`src/sv/rds_pkg.sv`:
```
// shared types and constants for the escape run-length and delta decoder
`default_nettype none
package rds_pkg;

  localparam logic [7:0]  RunEscape = 8'hA5;
  localparam logic [7:0]  LitEscape = 8'h5A;
  localparam logic [15:0] LitPair   = {LitEscape, LitEscape};
  localparam int          ByteBits  = 8;

  // floor(n / 3) for n below 512 as (n * 171) >> 9
  localparam logic [7:0]  ThirdMul   = 8'd171;
  localparam int          ThirdShift = 9;

  localparam int QueueDepth = 4;
  localparam int QueuePtrW  = $clog2(QueueDepth);

  typedef enum logic [1:0] {
    RUN_IDLE,
    RUN_COUNT,
    RUN_VALUE
  } run_phase_t;

  typedef enum logic [1:0] {
    LIT_NONE,
    LIT_LOW,
    LIT_HIGH
  } lit_phase_t;

  // everything one compressed byte produces, at most three descriptor words
  typedef struct packed {
    logic              lit_vld;
    logic [15:0]       lit_sample;
    logic              run_vld;
    logic [15:0]       run_start;
    logic signed [7:0] run_step;
    logic [8:0]        run_count;
    logic              stat_vld;
    logic              stat_trunc;
  } bundle_t;

endpackage
`default_nettype wire

```
`src/sv/rds_ifs.sv`:
```
// valid/ready channels for compressed bytes and run descriptors
`default_nettype none
interface rds_byte_if;
  logic       valid;
  logic       ready;
  logic [7:0] data_byte;
  logic       stream_end;

  modport source (output valid, output data_byte, output stream_end, input ready);
  modport sink   (input valid, input data_byte, input stream_end, output ready);
endinterface

interface rds_desc_if;
  logic              valid;
  logic              ready;
  logic [15:0]       start_sample;
  logic signed [7:0] step_value;
  logic [8:0]        sample_count;
  logic              truncated;
  logic              last_of_item;

  modport source (output valid, output start_sample, output step_value,
                  output sample_count, output truncated, output last_of_item,
                  input ready);
  modport sink   (input valid, input start_sample, input step_value,
                  input sample_count, input truncated, input last_of_item,
                  output ready);
endinterface
`default_nettype wire

```
`src/sv/rds_front.sv`:
```
// front end: byte intake, run-length and delta decode into a result bundle
`default_nettype none
module rds_front (
  input  wire logic        clk,
  input  wire logic        rst,
  rds_byte_if.sink         comp,
  input  wire logic        q_full,
  output logic             push,
  output rds_pkg::bundle_t bundle
);

  rds_pkg::run_phase_t run_phase, run_phase_next;
  logic [7:0]          run_repeat, run_repeat_next;
  rds_pkg::lit_phase_t lit_phase, lit_phase_next;
  logic [7:0]          literal_low, literal_low_next;
  logic [15:0]         previous_sample, previous_sample_next;

  logic                accept;
  logic                feed;
  logic [7:0]          v;
  logic [8:0]          n0, n1, n2;
  rds_pkg::lit_phase_t lp1, lp2, lp3;
  logic [7:0]          ll1, ll3;
  logic [15:0]         prev2, prev3;
  logic [15:0]         lit_sample;
  logic                lit_hit;
  logic                run_hit;
  logic [15:0]         run_start;
  logic signed [7:0]   run_step;
  logic [8:0]          run_count;
  logic [16:0]         third_prod;
  logic [6:0]          lits;
  logic [8:0]          three_lits;
  logic [8:0]          rem9;
  logic [1:0]          rem;
  logic signed [17:0]  delta_prod;
  logic [15:0]         delta_ext;
  logic                trunc;

  assign comp.ready = !q_full;
  assign accept     = comp.valid && comp.ready;
  assign v          = comp.data_byte;

  // run-length escape
  always_comb begin
    feed            = 1'b0;
    n0              = 9'd1;
    run_phase_next  = run_phase;
    run_repeat_next = run_repeat;
    case (run_phase)
      rds_pkg::RUN_COUNT: begin
        run_repeat_next = v;
        run_phase_next  = rds_pkg::RUN_VALUE;
      end
      rds_pkg::RUN_VALUE: begin
        feed            = 1'b1;
        n0              = {1'b0, run_repeat} + 9'd1;
        run_phase_next  = rds_pkg::RUN_IDLE;
        run_repeat_next = '0;
      end
      default: begin
        if (v == rds_pkg::RunEscape) begin
          run_phase_next = rds_pkg::RUN_COUNT;
        end else begin
          feed = 1'b1;
        end
      end
    endcase
  end

  // finish a pending literal with the first expanded bytes
  always_comb begin
    lp1 = lit_phase;
    ll1 = literal_low;
    n1  = n0;
    if (lit_phase == rds_pkg::LIT_LOW) begin
      ll1 = v;
      lp1 = rds_pkg::LIT_HIGH;
      n1  = n0 - 9'd1;
    end
    lp2        = lp1;
    prev2      = previous_sample;
    n2         = n1;
    lit_sample = {v, ll1};
    lit_hit    = 1'b0;
    if (lp1 == rds_pkg::LIT_HIGH && n1 != 9'd0) begin
      lit_hit = 1'b1;
      lp2     = rds_pkg::LIT_NONE;
      n2      = n1 - 9'd1;
      prev2   = lit_sample;
    end
  end

  // rest of the run: literal pairs or one delta descriptor
  assign third_prod = n2 * rds_pkg::ThirdMul;
  assign lits       = third_prod[rds_pkg::ThirdShift +: 7];
  assign three_lits = {1'b0, lits, 1'b0} + {2'b00, lits};
  assign rem9       = n2 - three_lits;
  assign rem        = rem9[1:0];
  assign delta_ext  = {{rds_pkg::ByteBits{v[7]}}, v};
  assign delta_prod = $signed({1'b0, n2}) * $signed(v);

  always_comb begin
    run_hit   = 1'b0;
    run_start = prev2 + delta_ext;
    run_step  = $signed(v);
    run_count = n2;
    lp3       = lp2;
    ll3       = ll1;
    prev3     = prev2;
    if (n2 != 9'd0) begin
      if (v == rds_pkg::LitEscape) begin
        run_start = rds_pkg::LitPair;
        run_step  = '0;
        run_count = {2'b00, lits};
        if (lits != 7'd0) begin
          run_hit = 1'b1;
          prev3   = rds_pkg::LitPair;
        end
        if (rem == 2'd1) begin
          lp3 = rds_pkg::LIT_LOW;
        end else if (rem == 2'd2) begin
          lp3 = rds_pkg::LIT_HIGH;
          ll3 = rds_pkg::LitEscape;
        end
      end else begin
        run_hit = 1'b1;
        prev3   = prev2 + delta_prod[15:0];
      end
    end
  end

  always_comb begin
    lit_phase_next       = feed ? lp3 : lit_phase;
    literal_low_next     = feed ? ll3 : literal_low;
    previous_sample_next = feed ? prev3 : previous_sample;
    trunc = (run_phase_next != rds_pkg::RUN_IDLE) || (lit_phase_next != rds_pkg::LIT_NONE);

    bundle.lit_vld    = feed && lit_hit;
    bundle.lit_sample = lit_sample;
    bundle.run_vld    = feed && run_hit;
    bundle.run_start  = run_start;
    bundle.run_step   = run_step;
    bundle.run_count  = run_count;
    bundle.stat_vld   = comp.stream_end;
    bundle.stat_trunc = trunc;
    push = accept && (bundle.lit_vld || bundle.run_vld || bundle.stat_vld);
  end

  always_ff @(posedge clk) begin
    if (rst || (accept && comp.stream_end)) begin
      run_phase       <= rds_pkg::RUN_IDLE;
      run_repeat      <= '0;
      lit_phase       <= rds_pkg::LIT_NONE;
      literal_low     <= '0;
      previous_sample <= '0;
    end else if (accept) begin
      run_phase       <= run_phase_next;
      run_repeat      <= run_repeat_next;
      lit_phase       <= lit_phase_next;
      literal_low     <= literal_low_next;
      previous_sample <= previous_sample_next;
    end
  end

endmodule
`default_nettype wire

```
`src/sv/rds_queue.sv`:
```
// short queue of result bundles between front and back
`default_nettype none
module rds_queue (
  input  wire logic              clk,
  input  wire logic              rst,
  input  wire logic              push,
  input  wire rds_pkg::bundle_t  wdata,
  output logic                   full,
  input  wire logic              pop,
  output rds_pkg::bundle_t       rdata,
  output logic                   empty
);

  rds_pkg::bundle_t               store [rds_pkg::QueueDepth];
  logic [rds_pkg::QueuePtrW-1:0]  wr_ptr;
  logic [rds_pkg::QueuePtrW-1:0]  rd_ptr;
  logic [rds_pkg::QueuePtrW:0]    fill;

  assign full  = (fill == (rds_pkg::QueuePtrW + 1)'(rds_pkg::QueueDepth));
  assign empty = (fill == '0);
  assign rdata = store[rd_ptr];

  always_ff @(posedge clk) begin
    if (push) begin
      store[wr_ptr] <= wdata;
    end
  end

  always_ff @(posedge clk) begin
    if (rst) begin
      wr_ptr <= '0;
      rd_ptr <= '0;
      fill   <= '0;
    end else begin
      if (push) begin
        wr_ptr <= wr_ptr + 1'b1;
      end
      if (pop) begin
        rd_ptr <= rd_ptr + 1'b1;
      end
      if (push && !pop) begin
        fill <= fill + 1'b1;
      end else if (pop && !push) begin
        fill <= fill - 1'b1;
      end
    end
  end

endmodule
`default_nettype wire

```
`src/sv/rds_back.sv`:
```
// back end: unpacks bundles into descriptor words behind an output register
`default_nettype none
module rds_back (
  input  wire logic             clk,
  input  wire logic             rst,
  input  wire logic             q_empty,
  input  wire rds_pkg::bundle_t q_rdata,
  output logic                  q_pop,
  rds_desc_if.source            desc
);

  rds_pkg::bundle_t  cur;
  logic [2:0]        pend;
  logic [2:0]        sel;
  logic [2:0]        pend_left;
  logic [2:0]        pend_next;
  logic              load;
  logic              fire;
  logic              out_valid;
  logic [15:0]       out_start;
  logic signed [7:0] out_step;
  logic [8:0]        out_count;
  logic              out_trunc;
  logic              out_last;
  logic [15:0]       w_start;
  logic signed [7:0] w_step;
  logic [8:0]        w_count;
  logic              w_trunc;

  // pending order: literal, run, status
  always_comb begin
    sel     = 3'b000;
    w_start = '0;
    w_step  = '0;
    w_count = '0;
    w_trunc = 1'b0;
    if (pend[0]) begin
      sel     = 3'b001;
      w_start = cur.lit_sample;
      w_count = 9'd1;
    end else if (pend[1]) begin
      sel     = 3'b010;
      w_start = cur.run_start;
      w_step  = cur.run_step;
      w_count = cur.run_count;
    end else if (pend[2]) begin
      sel     = 3'b100;
      w_trunc = cur.stat_trunc;
    end
    load      = !out_valid || desc.ready;
    fire      = load && (pend != 3'b000);
    pend_left = pend & ~sel;
    pend_next = fire ? pend_left : pend;
    q_pop     = (pend_next == 3'b000) && !q_empty;
  end

  always_ff @(posedge clk) begin
    if (rst) begin
      pend      <= '0;
      out_valid <= 1'b0;
    end else begin
      if (q_pop) begin
        pend <= {q_rdata.stat_vld, q_rdata.run_vld, q_rdata.lit_vld};
      end else begin
        pend <= pend_next;
      end
      if (fire) begin
        out_valid <= 1'b1;
      end else if (load) begin
        out_valid <= 1'b0;
      end
    end
  end

  always_ff @(posedge clk) begin
    if (q_pop) begin
      cur <= q_rdata;
    end
    if (fire) begin
      out_start <= w_start;
      out_step  <= w_step;
      out_count <= w_count;
      out_trunc <= w_trunc;
      out_last  <= (pend_left == 3'b000);
    end
  end

  assign desc.valid        = out_valid;
  assign desc.start_sample = out_start;
  assign desc.step_value   = out_step;
  assign desc.sample_count = out_count;
  assign desc.truncated    = out_trunc;
  assign desc.last_of_item = out_last;

endmodule
`default_nettype wire

```
`src/sv/rle_delta_sample_decoder.sv`:
```
// top level of the escape run-length and delta decoder for 16-bit samples
`default_nettype none
// takes one compressed byte per word on comp and gives run descriptors on desc:
// (start_sample, step_value, sample_count) stands for start, start+step, ... mod 2^16,
// with literal samples sent as step 0. the front end decodes a whole byte combinationally
// (escape state, pending literal and last sample, with 9x8 multiplies for the run end
// value and the literal pair count) and writes at most one bundle of up to three
// descriptors into a four-entry queue; the back end unpacks bundles into words through
// an output register. bytes are taken at one per clock while the queue has room, and
// descriptors leave at one per clock while desc is ready. a descriptor passes the queue,
// the current bundle register and the output register before it is offered. the word
// with sample_count 0 is the end-of-stream status, with truncated set if the stream
// stopped inside an escape; after it all decode state is back at its reset value
module rle_delta_sample_decoder (
  input  wire logic  clk,
  input  wire logic  rst,
  rds_byte_if.sink   comp,
  rds_desc_if.source desc
);

  // bundle handoff between front and back
  rds_pkg::bundle_t q_wdata;
  rds_pkg::bundle_t q_rdata;
  logic             q_push;
  logic             q_full;
  logic             q_pop;
  logic             q_empty;

  // byte intake and decode
  rds_front u_front (
    .clk    (clk),
    .rst    (rst),
    .comp   (comp),
    .q_full (q_full),
    .push   (q_push),
    .bundle (q_wdata)
  );

  // decouples intake from the descriptor port
  rds_queue u_queue (
    .clk   (clk),
    .rst   (rst),
    .push  (q_push),
    .wdata (q_wdata),
    .full  (q_full),
    .pop   (q_pop),
    .rdata (q_rdata),
    .empty (q_empty)
  );

  // one descriptor word per clock while desc is ready
  rds_back u_back (
    .clk     (clk),
    .rst     (rst),
    .q_empty (q_empty),
    .q_rdata (q_rdata),
    .q_pop   (q_pop),
    .desc    (desc)
  );

  // a bundle is never written into a full queue
  a_no_overflow: assert property (@(posedge clk) disable iff (rst)
    q_push |-> !q_full)
    else $error("bundle written into full queue");

  // a status word closes its byte and carries no samples
  a_status_form: assert property (@(posedge clk) disable iff (rst)
    (desc.valid && desc.sample_count == 9'd0) |->
      (desc.last_of_item && desc.start_sample == 16'd0 && desc.step_value == 8'sd0))
    else $error("malformed status word");

  // truncation is only reported on a status word
  a_trunc_status: assert property (@(posedge clk) disable iff (rst)
    (desc.valid && desc.truncated) |-> desc.sample_count == 9'd0)
    else $error("truncation on a sample descriptor");

  // nothing leaves the back end without a bundle having been queued
  a_pop_source: assert property (@(posedge clk) disable iff (rst)
    q_pop |-> !q_empty)
    else $error("pop from empty queue");

endmodule
`default_nettype wire
```
`src/flat_wrapper.sv`:
```
// flat-port wrapper written by rule: the top's interface ports become plain ports
module rle_delta_sample_decoder_flat 
  (clk, rst, comp_valid, comp_data_byte, comp_stream_end, comp_ready, desc_valid, desc_start_sample, desc_step_value, desc_sample_count, desc_truncated, desc_last_of_item, desc_ready);
  rds_byte_if comp_i ();
  rds_desc_if desc_i ();
  input  wire logic clk;
  input  wire logic rst;
  input wire logic [$bits(comp_i.valid)-1:0] comp_valid;
  input wire logic [$bits(comp_i.data_byte)-1:0] comp_data_byte;
  input wire logic [$bits(comp_i.stream_end)-1:0] comp_stream_end;
  output wire logic [$bits(comp_i.ready)-1:0] comp_ready;
  output wire logic [$bits(desc_i.valid)-1:0] desc_valid;
  output wire logic [$bits(desc_i.start_sample)-1:0] desc_start_sample;
  output wire logic [$bits(desc_i.step_value)-1:0] desc_step_value;
  output wire logic [$bits(desc_i.sample_count)-1:0] desc_sample_count;
  output wire logic [$bits(desc_i.truncated)-1:0] desc_truncated;
  output wire logic [$bits(desc_i.last_of_item)-1:0] desc_last_of_item;
  input wire logic [$bits(desc_i.ready)-1:0] desc_ready;
  assign comp_i.valid = comp_valid;
  assign comp_i.data_byte = comp_data_byte;
  assign comp_i.stream_end = comp_stream_end;
  assign comp_ready = comp_i.ready;
  assign desc_valid = desc_i.valid;
  assign desc_start_sample = desc_i.start_sample;
  assign desc_step_value = desc_i.step_value;
  assign desc_sample_count = desc_i.sample_count;
  assign desc_truncated = desc_i.truncated;
  assign desc_last_of_item = desc_i.last_of_item;
  assign desc_i.ready = desc_ready;
  rle_delta_sample_decoder u_core (.clk(clk), .rst(rst), .comp(comp_i), .desc(desc_i));
endmodule
```
`config.mk`:
```
export PLATFORM = sky130hd
export DESIGN_NAME = rle_delta_sample_decoder_flat
export DESIGN_NICKNAME = d
export VERILOG_FILES = /design/src/sv/rds_pkg.sv /design/src/sv/rds_ifs.sv /design/src/sv/rds_front.sv /design/src/sv/rds_queue.sv /design/src/sv/rds_back.sv /design/src/sv/rle_delta_sample_decoder.sv /design/src/flat_wrapper.sv
export SDC_FILE = /design/constraint.sdc
export NUM_CORES = 1
export LEC_CHECK = 0
export BUFFER_PORTS_ARGS = -buffer_cell sky130_fd_sc_hd__buf_2
export CAP_MARGIN = 0
export CORE_MARGIN = 5
export CORE_UTILIZATION = 68
export DETAILED_ROUTE_END_ITERATION = 8
export HOLD_SLACK_MARGIN = 0.12
export PLACE_DENSITY = 0.86
export SETUP_SLACK_MARGIN = 0.1
export SYNTH_ARGS = -nofsm -noshare
export SYNTH_HDL_FRONTEND = slang
export SYNTH_SLANG_ARGS = --single-unit
```
`constraint.sdc`:
```
create_clock -name clk -period 19.1 [get_ports clk]
set_clock_uncertainty 0.1 [all_clocks]
set_input_delay 1.91 -clock clk [delete_from_list [all_inputs] [get_ports clk]]
set_output_delay 1.91 -clock clk [all_outputs]
set_load 0.005 [all_outputs]
```
==> results.ini, run 1 <==
[routing]
wirelength_um = 43100
drtAntennaViolNets = 0
wl_per_cell_um = 23.7
drtIter0Drc = 1343
post_drt_via_cell_ratio = 6.48
drcViolationCount = 0
routed-via-count = 11797
dr.pass1.iters = 5

[logic_synthesis]
synth_top_area_cell = edfxtp_1
synthArstFlopShare_pct = 0
yosysSeqAreaShare_pct = 53.1
synth_edf_count = 297
yosysTopAreaCellShare_pct = 47.9
syn_nets = 1620
yosysUniqueCellTypes = 79
synth_warnings = 0
synth.ff_latch_count = 346
syn_inst = 1417
ys.flop_type = edfxtp_1
netlist_top_cells_area = edfxtp_1 (48%), ha_1 (7.9%), fa_1 (7.8%)
synth_area_um2 = 18600
avgSynthCellArea_um2 = 13.1

[clock_network]
clkLatencyLatePin_ns = 0.55
cts_tree = done
clk_pin_slew_ns = 0.07
cts_buffer_depth = 3
cts_sinks = 346
postCtsHoldBufs = 0
cts_root_buf = clkbuf_16
cts_max_level = 1
cts_setup_buffers = 0
cts_made_buffers = 30
cts_resized = 0

[timing]
slew_headroom_pct = 28.2
rsz0062_at_grt = no
finalCriticalPeriod_ns = 9.65
finalHoldViolCount = 0
hold-worst-slack_ns = 0.373
setup_viol = 0
tightest_slew_ns = 1.08
post-route-period-util_pct = 50.5
fin_tns_setup_ns = 0
clock.fmax_mhz = 104
maxSlewViolCount = 0

[job]
maxCapViolations = 0

[global_route]
grt_overflow = 0
grt_pass1_vias = 12100
grt_max_degree = 55
grt_antenna_before_repair = 1
grt_pass1_wl_um = 67600
grt_usage_pct = 28.4

[min_path]
hold_class = reg2reg
worstHoldStart = u_core.u_front.literal_low[7]

[setup_path]
crit_path_start = u_core.u_front.run_phase[0]
slowest_stage = or4b_2
critPathLaunchType = flip-flop
cp_data_arrival_time_ns = 9.73
worstReg2RegEnd = u_core.u_queue.store[2][12]
cp.required_ns = 19.19
reg2regPathDepth = 35
max_stage_delay_ns = 0.70
endpoint = u_core.u_queue.store[2][12]
critPathMaxFanout = 31
crit_type = reg2reg
reg2reg_from = u_core.u_front.run_phase[0]
worst_setup_path_end_kind = flip-flop
reg2reg_slack_ns = 9.45

[pwr]
p_per_area_nw_per_um2 = 139
p_comb_share_pct = 33.7
ir_drop_uv = 107
p_int_uw = 1880
power.total_uw = 2820
leakagePower_uw = 0.00800
p_seq_share_pct = 43.7
swShare_pct = 33.2
p_clk_share_pct = 22.6
p_sw_uw = 937

[floorplan]
initial_core_util_pct = 69.1
design.core.area_um2 = 27000
io_pins = 50
die_area_um2 = 30800
die_width_um = 176
placementRows = 60
die_h_um = 176

[placed_design]
dpl_cell_area_um2 = 19200
hpwlAfterDp_um = 27300
port_buffers = 49
place.gp.congestion = 0.970

[finish]
most-common-layout-cells = edfxtp_1 (297), inv_1 (137), ha_1 (117)
final_area_um2 = 20300
nNetsFinal = 1658
drive_gt1_share_pct = 14.5
layout_commonest_cell = edfxtp_1
n_antenna_cell = 0
num-fill-cells = 1573
area_growth_pct = 8.87

[status]
status = finished, final reports clean

[worst min path at each step]
stage                                         end  slack, ns  depth (start not counted)
finish              u_core.u_front.literal_low[7]       0.37                          1
detailed placement  u_core.u_front.literal_low[0]       0.36                          1
floorplan           u_core.u_front.literal_low[0]       0.34                          1
CTS                 u_core.u_front.literal_low[0]       0.37                          1
global placement    u_core.u_front.literal_low[5]       0.34                          1
global route        u_core.u_front.literal_low[0]       0.38                          1
[power by group through the flow]
| stage | clock (µW) | combinational [µW] | sequential (µW) |
|---|---|---|---|
| after floorplan | 0 | 645 | 1220 |
| after detailed placement | 0 | 924 | 1240 |
| after global routing | 676 | 1040 | 1250 |
| final | 636 | 951 | 1230 |
| after global placement | 0 | 873 | 1220 |
| after CTS | 640 | 951 | 1230 |
[cell usage after synthesis, drive strengths merged, types with 6 or more instances]
library cell and number:
inv 138, edfxtp 297, nor2b 7, o21ai 55, ha 117, nand2 115, fa 73, a21o 12
a21oi 65, mux4 53, mux2 15, or3 8, and2 55, nand2b 11, clkbuf 51, xnor2 29
a211oi 9, buf 14, xor2 31, mux2i 11, nor3b 6, nor2 69, a22o 16, nand3 14
nor3 16, dfxtp 49
[worst max-delay path: cells and delay by family (launching register included)]
family	cells	cell delay, ns
buffers and inverters	5	1.20
AO/OA/AOI/OAI	11	2.81
XOR/XNOR	1	0.11
adder cells (fa/ha/maj)	7	2.15
AND/OR/NAND/NOR	11	2.55
flip-flops	1	0.33
[through the flow]
stage | worst slack (ns) | std cells | util, %
floorplan | 10.01 | 1417 | -
global placement | 9.83 | 1764 | 71.3
detailed placement | 9.60 | 1764 | 71.3
finish | 9.45 | 1820 | 75.3
CTS | 9.59 | 1820 | 75.3
global route | 8.88 | 1820 | 75.3
[layer usage]
metal / global-route usage, % / vias to the layer above / wire length, µm
met4: 10.1 / 0 / 1670
met1: 38.4 / 5946 / 16900
met2: 48.5 / 560 / 21400
met5: 0 / - / 0
li1: - / 5170 / -
met3: 3.59 / 121 / 3140
[kinds of logic (layout without fill, tap and decap cells)]
group / after synthesis / count (layout) / synth area share [%]
DFF: 346 / 346 / 53.1
and+or+nand+nor: 331 / 331 / 8.95
buffers and inverters: 203 / 265 / 4.22
xor gates and xnor gates: 60 / 60 / 2.82
muxes: 79 / 79 / 7.92
AOI/OAI and AO/OA: 207 / 207 / 7.19
adders and majority gates: 191 / 191 / 15.8
[sequential cells by signal (all words and copies together), names as in the netlist, 3 cells and up, named ones only]
signal / flops
u_core.u_queue.store: 212
u_core.u_back.cur: 50
u_core.u_back.desc.start_sample: 16
u_core.u_front.previous_sample: 16
u_core.u_back.desc.sample_count: 9
u_core.u_back.desc.step_value: 8
u_core.u_front.literal_low: 8
u_core.u_front.run_repeat: 8
u_core.u_back.pend: 3
u_core.u_queue.fill: 3
[cell type report]
cell class                      count  area [µm²]  area share (%)
Sequential cell                   346        9900            48.8
Multi-Input combinational cell    868        7970            39.3
Clock buffer                       37         872            4.30
Inverter                          138         518            2.55
Tap cell                          341         427            2.10
Timing Repair Buffer               71         410            2.02
Clock inverter                     19         181           0.895
No activity file was read; power rests on OpenSTA's default activity.
==> run 2: changes to the inputs <==
--- a/config.mk
+++ b/config.mk
@@ -8,10 +8,10 @@
 export BUFFER_PORTS_ARGS = -buffer_cell sky130_fd_sc_hd__buf_2
 export CAP_MARGIN = 0
 export CORE_MARGIN = 5
-export CORE_UTILIZATION = 68
+export CORE_UTILIZATION = 63
 export DETAILED_ROUTE_END_ITERATION = 8
 export HOLD_SLACK_MARGIN = 0.12
-export PLACE_DENSITY = 0.86
+export PLACE_DENSITY = 0.8
 export SETUP_SLACK_MARGIN = 0.1
 export SYNTH_ARGS = -nofsm -noshare
 export SYNTH_HDL_FRONTEND = slang
==> constraint.sdc (replaced) <==
create_clock -name clk -period 10 [get_ports clk]
set_clock_uncertainty 0.1 [all_clocks]
set_input_delay 1 -clock clk [delete_from_list [all_inputs] [get_ports clk]]
set_output_delay 1 -clock clk [all_outputs]
set_load 0.005 [all_outputs]
==> run 2 against run 1 <==
  * Cell count is 2.6% higher
  * Largest cell class unchanged
  * Critical path type unchanged
  * Sequential power up 94%
  * Clock-buffer cell count is 6 higher
  * Largest power group unchanged
  * Die area rose by 7.5%
  * Sequential cell count unchanged
  * Global-route usage down 3.7 points
  * Via count is 3.2% lower
  * Maximum frequency rose by 3.6%
==> results.ini, run 2 (same netlist as run 1, synthesis figures left out) <==
[status]
status = finished, final reports clean  ; unchanged

[timing]
tightest_slew_ns = 1.11  ; was 1.08 ns
rsz0062_at_grt = no  ; unchanged
finalHoldViolCount = 0  ; unchanged
slew_headroom_pct = 26.1  ; was 28.2%
hold-worst-slack_ns = 0.364  ; was 0.373 ns
fin_ws_ns = 0.692  ; was 9.45 ns
clock.fmax_mhz = 107  ; was 104 MHz
finalCriticalPeriod_ns = 9.31  ; was 9.65 ns
post-route-period-util_pct = 93.1  ; was 50.5%
maxSlewViolCount = 0  ; unchanged
setup_viol = 0  ; unchanged
fin_tns_setup_ns = 0  ; unchanged

[finish]
num-fill-cells = 1898  ; was 1573
n_antenna_cell = 0  ; unchanged
final_area_um2 = 20300  ; about the same
largest_reg_flops = 212  ; unchanged
regMostFlops = u_core.u_queue.store  ; unchanged
area_growth_pct = 8.78  ; was 8.87%
largestRegisters = u_core.u_queue.store: 212 flops, u_core.u_back.cur: 50 flops  ; unchanged
most-common-layout-cells = edfxtp_1 (297), inv_1 (137), ha_1 (117)  ; unchanged
seq_area_um2 = 9910  ; was 9900 µm²
drive_gt1_share_pct = 14.1  ; was 14.5%
layout_commonest_cell = edfxtp_1  ; unchanged
nNetsFinal = 1658  ; unchanged
final_util_pct = 68.9  ; was 75.3%
multiInputGateArea_um2 = 7990  ; was 7970 µm²

[setup_path]
crit_type = reg2reg  ; unchanged
worst_setup_path_end_kind = flip-flop  ; unchanged
max_stage_delay_ns = 0.68  ; was 0.70 ns
critPathLaunchType = flip-flop  ; unchanged
cp_data_arrival_time_ns = 9.69  ; was 9.73 ns
reg2regPathDepth = 37  ; was 35
crit_path_start = u_core.u_front.run_phase[0]  ; unchanged
reg2reg_from = u_core.u_front.run_phase[0]  ; unchanged
cpMostUsedCell = ha_1
reg2reg_slack_ns = 0.69  ; was 9.45 ns
worstReg2RegEnd = u_core.u_queue.fill[2]  ; was u_core.u_queue.store[2][12]
critPathMaxFanout = 13  ; was 31
endpoint = u_core.u_queue.fill[2]  ; was u_core.u_queue.store[2][12]
slowest_stage = or4b_2  ; unchanged
cp.required_ns = 10.38  ; was 19.19 ns

[global_route]
grt_antenna_before_repair = 0  ; was 1
grt_max_degree = 55  ; unchanged
grt_pass1_vias = 11596  ; was 12100
grt_overflow = 0  ; unchanged
grt_usage_pct = 24.7  ; was 28.4%
grt_pass1_wl_um = 64500  ; was 67600 µm

[clock_network]
cts_made_buffers = 31  ; was 30
cts_tree = done  ; unchanged
cts_setup_buffers = 0  ; unchanged
cts_buffer_depth = 3  ; unchanged
clkLatencyLatePin_ns = 0.56  ; was 0.55 ns
cts_max_level = 1  ; unchanged
cts_sinks = 346  ; unchanged
clk_pin_slew_ns = 0.07  ; about the same
cts_root_buf = clkbuf_16  ; unchanged

[floorplan]
io_pins = 50  ; unchanged
placementRows = 63  ; was 60
die_area_um2 = 33100  ; was 30800 µm²
design.core.area_um2 = 29400  ; was 27000 µm²
initial_core_util_pct = 63.4  ; was 69.1%
die_width_um = 182  ; was 176 µm
die_h_um = 182  ; was 176 µm

[routing]
wirelength_um = 40900  ; was 43100 µm
wl_per_cell_um = 21.9  ; was 23.7 µm
drcViolationCount = 0  ; unchanged
post_drt_via_cell_ratio = 6.11  ; was 6.48
drtIter0Drc = 1187  ; was 1343
routed-via-count = 11415  ; was 11797
dr.pass1.iters = 5  ; unchanged
drtAntennaViolNets = 0  ; unchanged

[placed_design]
dpl_cell_area_um2 = 19300  ; was 19200 µm²
place.gp.congestion = 0.862  ; was 0.970
port_buffers = 49  ; unchanged
hpwlAfterDp_um = 26300  ; was 27300 µm
dpl_worst_slack_ns = 0.842  ; was 9.60 ns

[pwr]
p_per_area_nw_per_um2 = 257  ; was 139 nW/µm²
leakagePower_uw = 0.00794  ; was 0.00800 µW
ir_drop_uv = 234  ; was 107 µV

[job]
maxCapViolations = 0  ; unchanged

[min_path]
hold_class = reg2reg  ; unchanged

-- run 2: worst max-delay path, delay by kind of cell (launching register included) --
kind / cells / cell delay [ns]
adders and majority gates: 9 / 3.02
AOI/OAI and AO/OA: 10 / 2.61
and+or+nand+nor: 11 / 2.30
xor gates and xnor gates: 3 / 0.56
DFF: 1 / 0.32
buffers and inverters: 4 / 0.30
-- run 2: how the worst min path moves through the flow --
stage	from	endpoint	slack (ns)	cells after the start
6_report	u_core.u_front.literal_low[7]	u_core.u_front.literal_low[7]	0.36	1
5_1_grt	u_core.u_front.literal_low[5]	u_core.u_front.literal_low[5]	0.38	1
4_1_cts	u_core.u_front.literal_low[5]	u_core.u_front.literal_low[5]	0.37	1
3_5_place_dp	u_core.u_front.literal_low[5]	u_core.u_front.literal_low[5]	0.35	1
3_3_place_gp	u_core.u_front.literal_low[0]	u_core.u_front.literal_low[0]	0.34	1
2_1_floorplan	u_core.u_front.literal_low[0]	u_core.u_front.literal_low[0]	0.34	1
-- run 2: what timing repair did --
action | 4_1_cts | 5_1_grt
hold endpoints to repair | 0 | 0
setup endpoints to repair | 0 | 1
hold buffers | 0 | 0
gates resized for setup | 0 | 1
-- run 2: power breakdown --
group          leakage (µW)  internal [µW]  switching, µW  total [µW]
Clock              0.000448            590            493        1080
Combinational       0.00430            702           1030        1730
Sequential          0.00320           2200            193        2390
-- run 2: per-stage QoR --
stage	instances	total power [µW]
after floorplan	1417	3560
after global placement	1812	4010
after detailed placement	1812	4110
after CTS	1868	5230
after global routing	1868	5510
final	1868	5210
-- run 2: cell type report --
cell class	count	share of cell area, %
Sequential cell	346	48.9
Multi-Input combinational cell	868	39.4
Clock buffer	43	4.20
Inverter	138	2.56
Tap cell	390	2.41
Timing Repair Buffer	70	2.23
Clock inverter	13	0.315
-- run 2: per-layer routing --
metal / vias to the layer above / share of wire (%) / GRT usage [%]
li1: 5164 / - / -
met1: 5751 / 43 / 34.8
met2: 419 / 49 / 41.4
met3: 81 / 5.6 / 2.82
met4: 0 / 2.8 / 7.11
met5: - / 0 / 0
==> run 3: changes to the inputs <==
--- a/config.mk
+++ b/config.mk
@@ -8,11 +8,12 @@
 export BUFFER_PORTS_ARGS = -buffer_cell sky130_fd_sc_hd__buf_2
 export CAP_MARGIN = 0
 export CORE_MARGIN = 5
-export CORE_UTILIZATION = 63
+export CORE_UTILIZATION = 65
+export CTS_BUF_LIST = sky130_fd_sc_hd__clkbuf_2 sky130_fd_sc_hd__clkbuf_4 sky130_fd_sc_hd__clkbuf_8
 export DETAILED_ROUTE_END_ITERATION = 8
 export HOLD_SLACK_MARGIN = 0.12
-export PLACE_DENSITY = 0.8
-export SETUP_SLACK_MARGIN = 0.1
+export PLACE_DENSITY = 0.83
+export SETUP_SLACK_MARGIN = 0.15
 export SYNTH_ARGS = -nofsm -noshare
 export SYNTH_HDL_FRONTEND = slang
 export SYNTH_SLANG_ARGS = --single-unit
==> run 3 against run 2 <==
  * Via count up 0.97%
  * Setup slack better by 0.24 ns
  * Register-to-register slack better by 0.24 ns
  * Maximum frequency up 2.7%
  * Critical path depth down 3
  * Core utilization up 2.6 points
  * Die area down 2.9%
  * Non-clock buffer count up 2
  * Sequential share of layout area down 0.22 points
  * Global-route usage up 1.1 points
  * Clock-buffer cell count up 31
==> results.ini, run 3 (same netlist as run 1, synthesis figures left out) <==
[status]
status = finished, final reports clean  ; unchanged

[setup_path]
cp.required_ns = 10.41  ; was 10.38 ns
slowest_stage = or4b_2  ; unchanged
cpMostUsedCell = fa_1  ; was ha_1
worstSetupPathDepth = 34  ; was 37
max_stage_delay_ns = 0.67  ; was 0.68 ns
worst_setup_path_end_kind = flip-flop  ; unchanged
worstReg2RegEnd = u_core.u_front.previous_sample[15]  ; was u_core.u_queue.fill[2]
critPathMaxFanout = 13  ; unchanged
crit_family = adder cells  ; unchanged
reg2reg_from = u_core.u_front.run_phase[0]  ; unchanged
cp_data_arrival_time_ns = 9.47  ; was 9.69 ns
crit_type = reg2reg  ; unchanged
critPathLaunchType = flip-flop  ; unchanged
reg2regPathDepth = 34  ; was 37
crit_buf_inv = 4  ; unchanged
reg2reg_slack_ns = 0.94  ; was 0.69 ns

[pwr]
ir_drop_uv = 201  ; was 234 µV
p_per_area_nw_per_um2 = 256  ; was 257 nW/µm²
leakagePower_uw = 0.00803  ; was 0.00794 µW

[finish]
most-common-layout-cells = edfxtp_1 (297), inv_1 (137), ha_1 (117)  ; unchanged
final_util_pct = 71.5  ; was 68.9%
drive_gt1_share_pct = 16.6  ; was 14.1%
largestRegisters = u_core.u_queue.store: 212 flops, u_core.u_back.cur: 50 flops  ; unchanged
area_growth_pct = 9.23  ; was 8.78%
seq_area_um2 = 9900  ; was 9910 µm²
num-fill-cells = 1793  ; was 1898
multiInputGateArea_um2 = 7980  ; was 7990 µm²
layout_commonest_cell = edfxtp_1  ; unchanged
regMostFlops = u_core.u_queue.store  ; unchanged
largest_reg_flops = 212  ; unchanged
nNetsFinal = 1678  ; was 1658
n_antenna_cell = 0  ; unchanged

[floorplan]
design.core.area_um2 = 28500  ; was 29400 µm²
die_width_um = 179  ; was 182 µm
die_area_um2 = 32100  ; was 33100 µm²
placementRows = 62  ; was 63
io_pins = 50  ; unchanged
die_h_um = 179  ; was 182 µm
initial_core_util_pct = 65.4  ; was 63.4%

[min_path]
holdPathStages = 1  ; unchanged
hold-path-endpoint = u_core.u_front.literal_low[7]  ; unchanged
hold_class = reg2reg  ; unchanged
worstHoldStart = u_core.u_front.literal_low[7]  ; unchanged

[timing]
maxSlewViolCount = 0  ; unchanged
tightest_slew_ns = 1.07  ; was 1.11 ns
fin_tns_setup_ns = 0  ; unchanged
post-route-period-util_pct = 90.6  ; was 93.1%
slew_headroom_pct = 28.4  ; was 26.1%
finalCriticalPeriod_ns = 9.06  ; was 9.31 ns
clock.fmax_mhz = 110  ; was 107 MHz
rsz0062_at_grt = no  ; unchanged
setup_viol = 0  ; unchanged
finalHoldViolCount = 0  ; unchanged

[clock_network]
clkLatencyLatePin_ns = 0.57  ; was 0.56 ns
cts_max_level = 2  ; was 1
cts_made_buffers = 49  ; was 31
cts_sinks = 346  ; unchanged
cts_root_buf = clkbuf_8  ; was clkbuf_16
cts_tree = done  ; unchanged
clk_pin_slew_ns = 0.06  ; was 0.07 ns
cts_buffer_depth = 3  ; unchanged

[routing]
post_drt_via_cell_ratio = 6.07  ; was 6.11
drtAntennaViolNets = 0  ; unchanged
routed-via-count = 11526  ; was 11415
dr.pass1.iters = 5  ; unchanged
drcViolationCount = 0  ; unchanged
wl_per_cell_um = 21.0  ; was 21.9 µm
wirelength_um = 40000  ; was 40900 µm
drtIter0Drc = 1256  ; was 1187

[job]
maxCapViolations = 0  ; unchanged

[global_route]
grt_max_degree = 55  ; unchanged
grt_antenna_before_repair = 2  ; was 0
grt_pass1_wl_um = 63700  ; was 64500 µm
grt_usage_pct = 25.8  ; was 24.7%
grt_pass1_vias = 11692  ; was 11596
grt_overflow = 0  ; unchanged

[placed_design]
port_buffers = 49  ; unchanged
hpwlAfterDp_um = 27700  ; was 26300 µm
place.gp.congestion = 0.873  ; was 0.862

## run 3: changes by cell type in the layout (fill, tap and decap cells not counted), moves of 2 or more
cell       change
buf_4          +2
clkbuf_8      +48
clkinv_1       +2
clkbuf_1       -9
clkbuf_4      +23
clkbuf_16     -31
## run 3: cell type report
cell class	instances	area share, %
clock buffer	74	4.30
clock inverter	18	0.627
inverter	138	2.55
multi-input combinational	868	39.2
sequential	346	48.7
tap	384	2.36
timing repair buffer	72	2.30
## run 3: worst register-to-register path: cells and delay by family (launching register included)
family / cells / cell delay (ns)
flip-flops: 1 / 0.32
adder cells (fa/ha/maj): 8 / 3.33
buffers and inverters: 4 / 0.29
AND/OR/NAND/NOR: 7 / 1.84
XOR/XNOR: 1 / 0.15
AO/OA/AOI/OAI: 14 / 2.97
## run 3: per-layer routing
metal | routed length [µm] | share of wire [%] | GRT usage [%]
met3 | 2760 | 6.9 | 3.50
met2 | 19600 | 49 | 42.0
met4 | 1100 | 2.7 | 8.47
met5 | 0 | 0 | 0
met1 | 16500 | 41 | 36.5
## run 3: timing repair
item,CTS,global route
resized for setup,0,1
hold buffers,0,0
setup buffers,0,0
endpoints found under the setup margin,0,1
## run 3: metrics by stage
stage          hold WS, ns  setup slack, ns  total power [µW]  cell area (µm²)  std cells
6_report             0.370            0.936              5210            20400       1900
5_1_grt              0.386            0.244              5520            20400       1900
4_1_cts              0.375            0.889              5230            20300       1900
3_5_place_dp         0.360            0.886              4140            19300       1808
3_3_place_gp         0.342             1.21              4010            19300       1808
2_1_floorplan        0.338            0.907              3560            18600       1417
## run 3: where the power goes
group	total (µW)	switching (µW)	internal [µW]	leakage [µW]
Clock	1100	504	592	0.000532
Sequential	2340	144	2200	0.00320
Combinational	1770	1060	707	0.00431
## run 3: how the worst max path moves through the flow
stage,slack (ns),startpoint,to
6_report,0.94,u_core.u_front.run_phase[0],u_core.u_front.previous_sample[15]
3_3_place_gp,1.21,u_core.u_front.run_phase[0],u_core.u_queue.fill[2]
3_5_place_dp,0.89,u_core.u_front.run_phase[0],u_core.u_queue.fill[2]
4_1_cts,0.89,u_core.u_front.run_phase[0],u_core.u_queue.fill[2]
2_1_floorplan,0.91,u_core.u_front.run_phase[0],u_core.u_queue.store[0][0]
5_1_grt,0.24,u_core.u_front.run_phase[0],u_core.u_queue.fill[2]
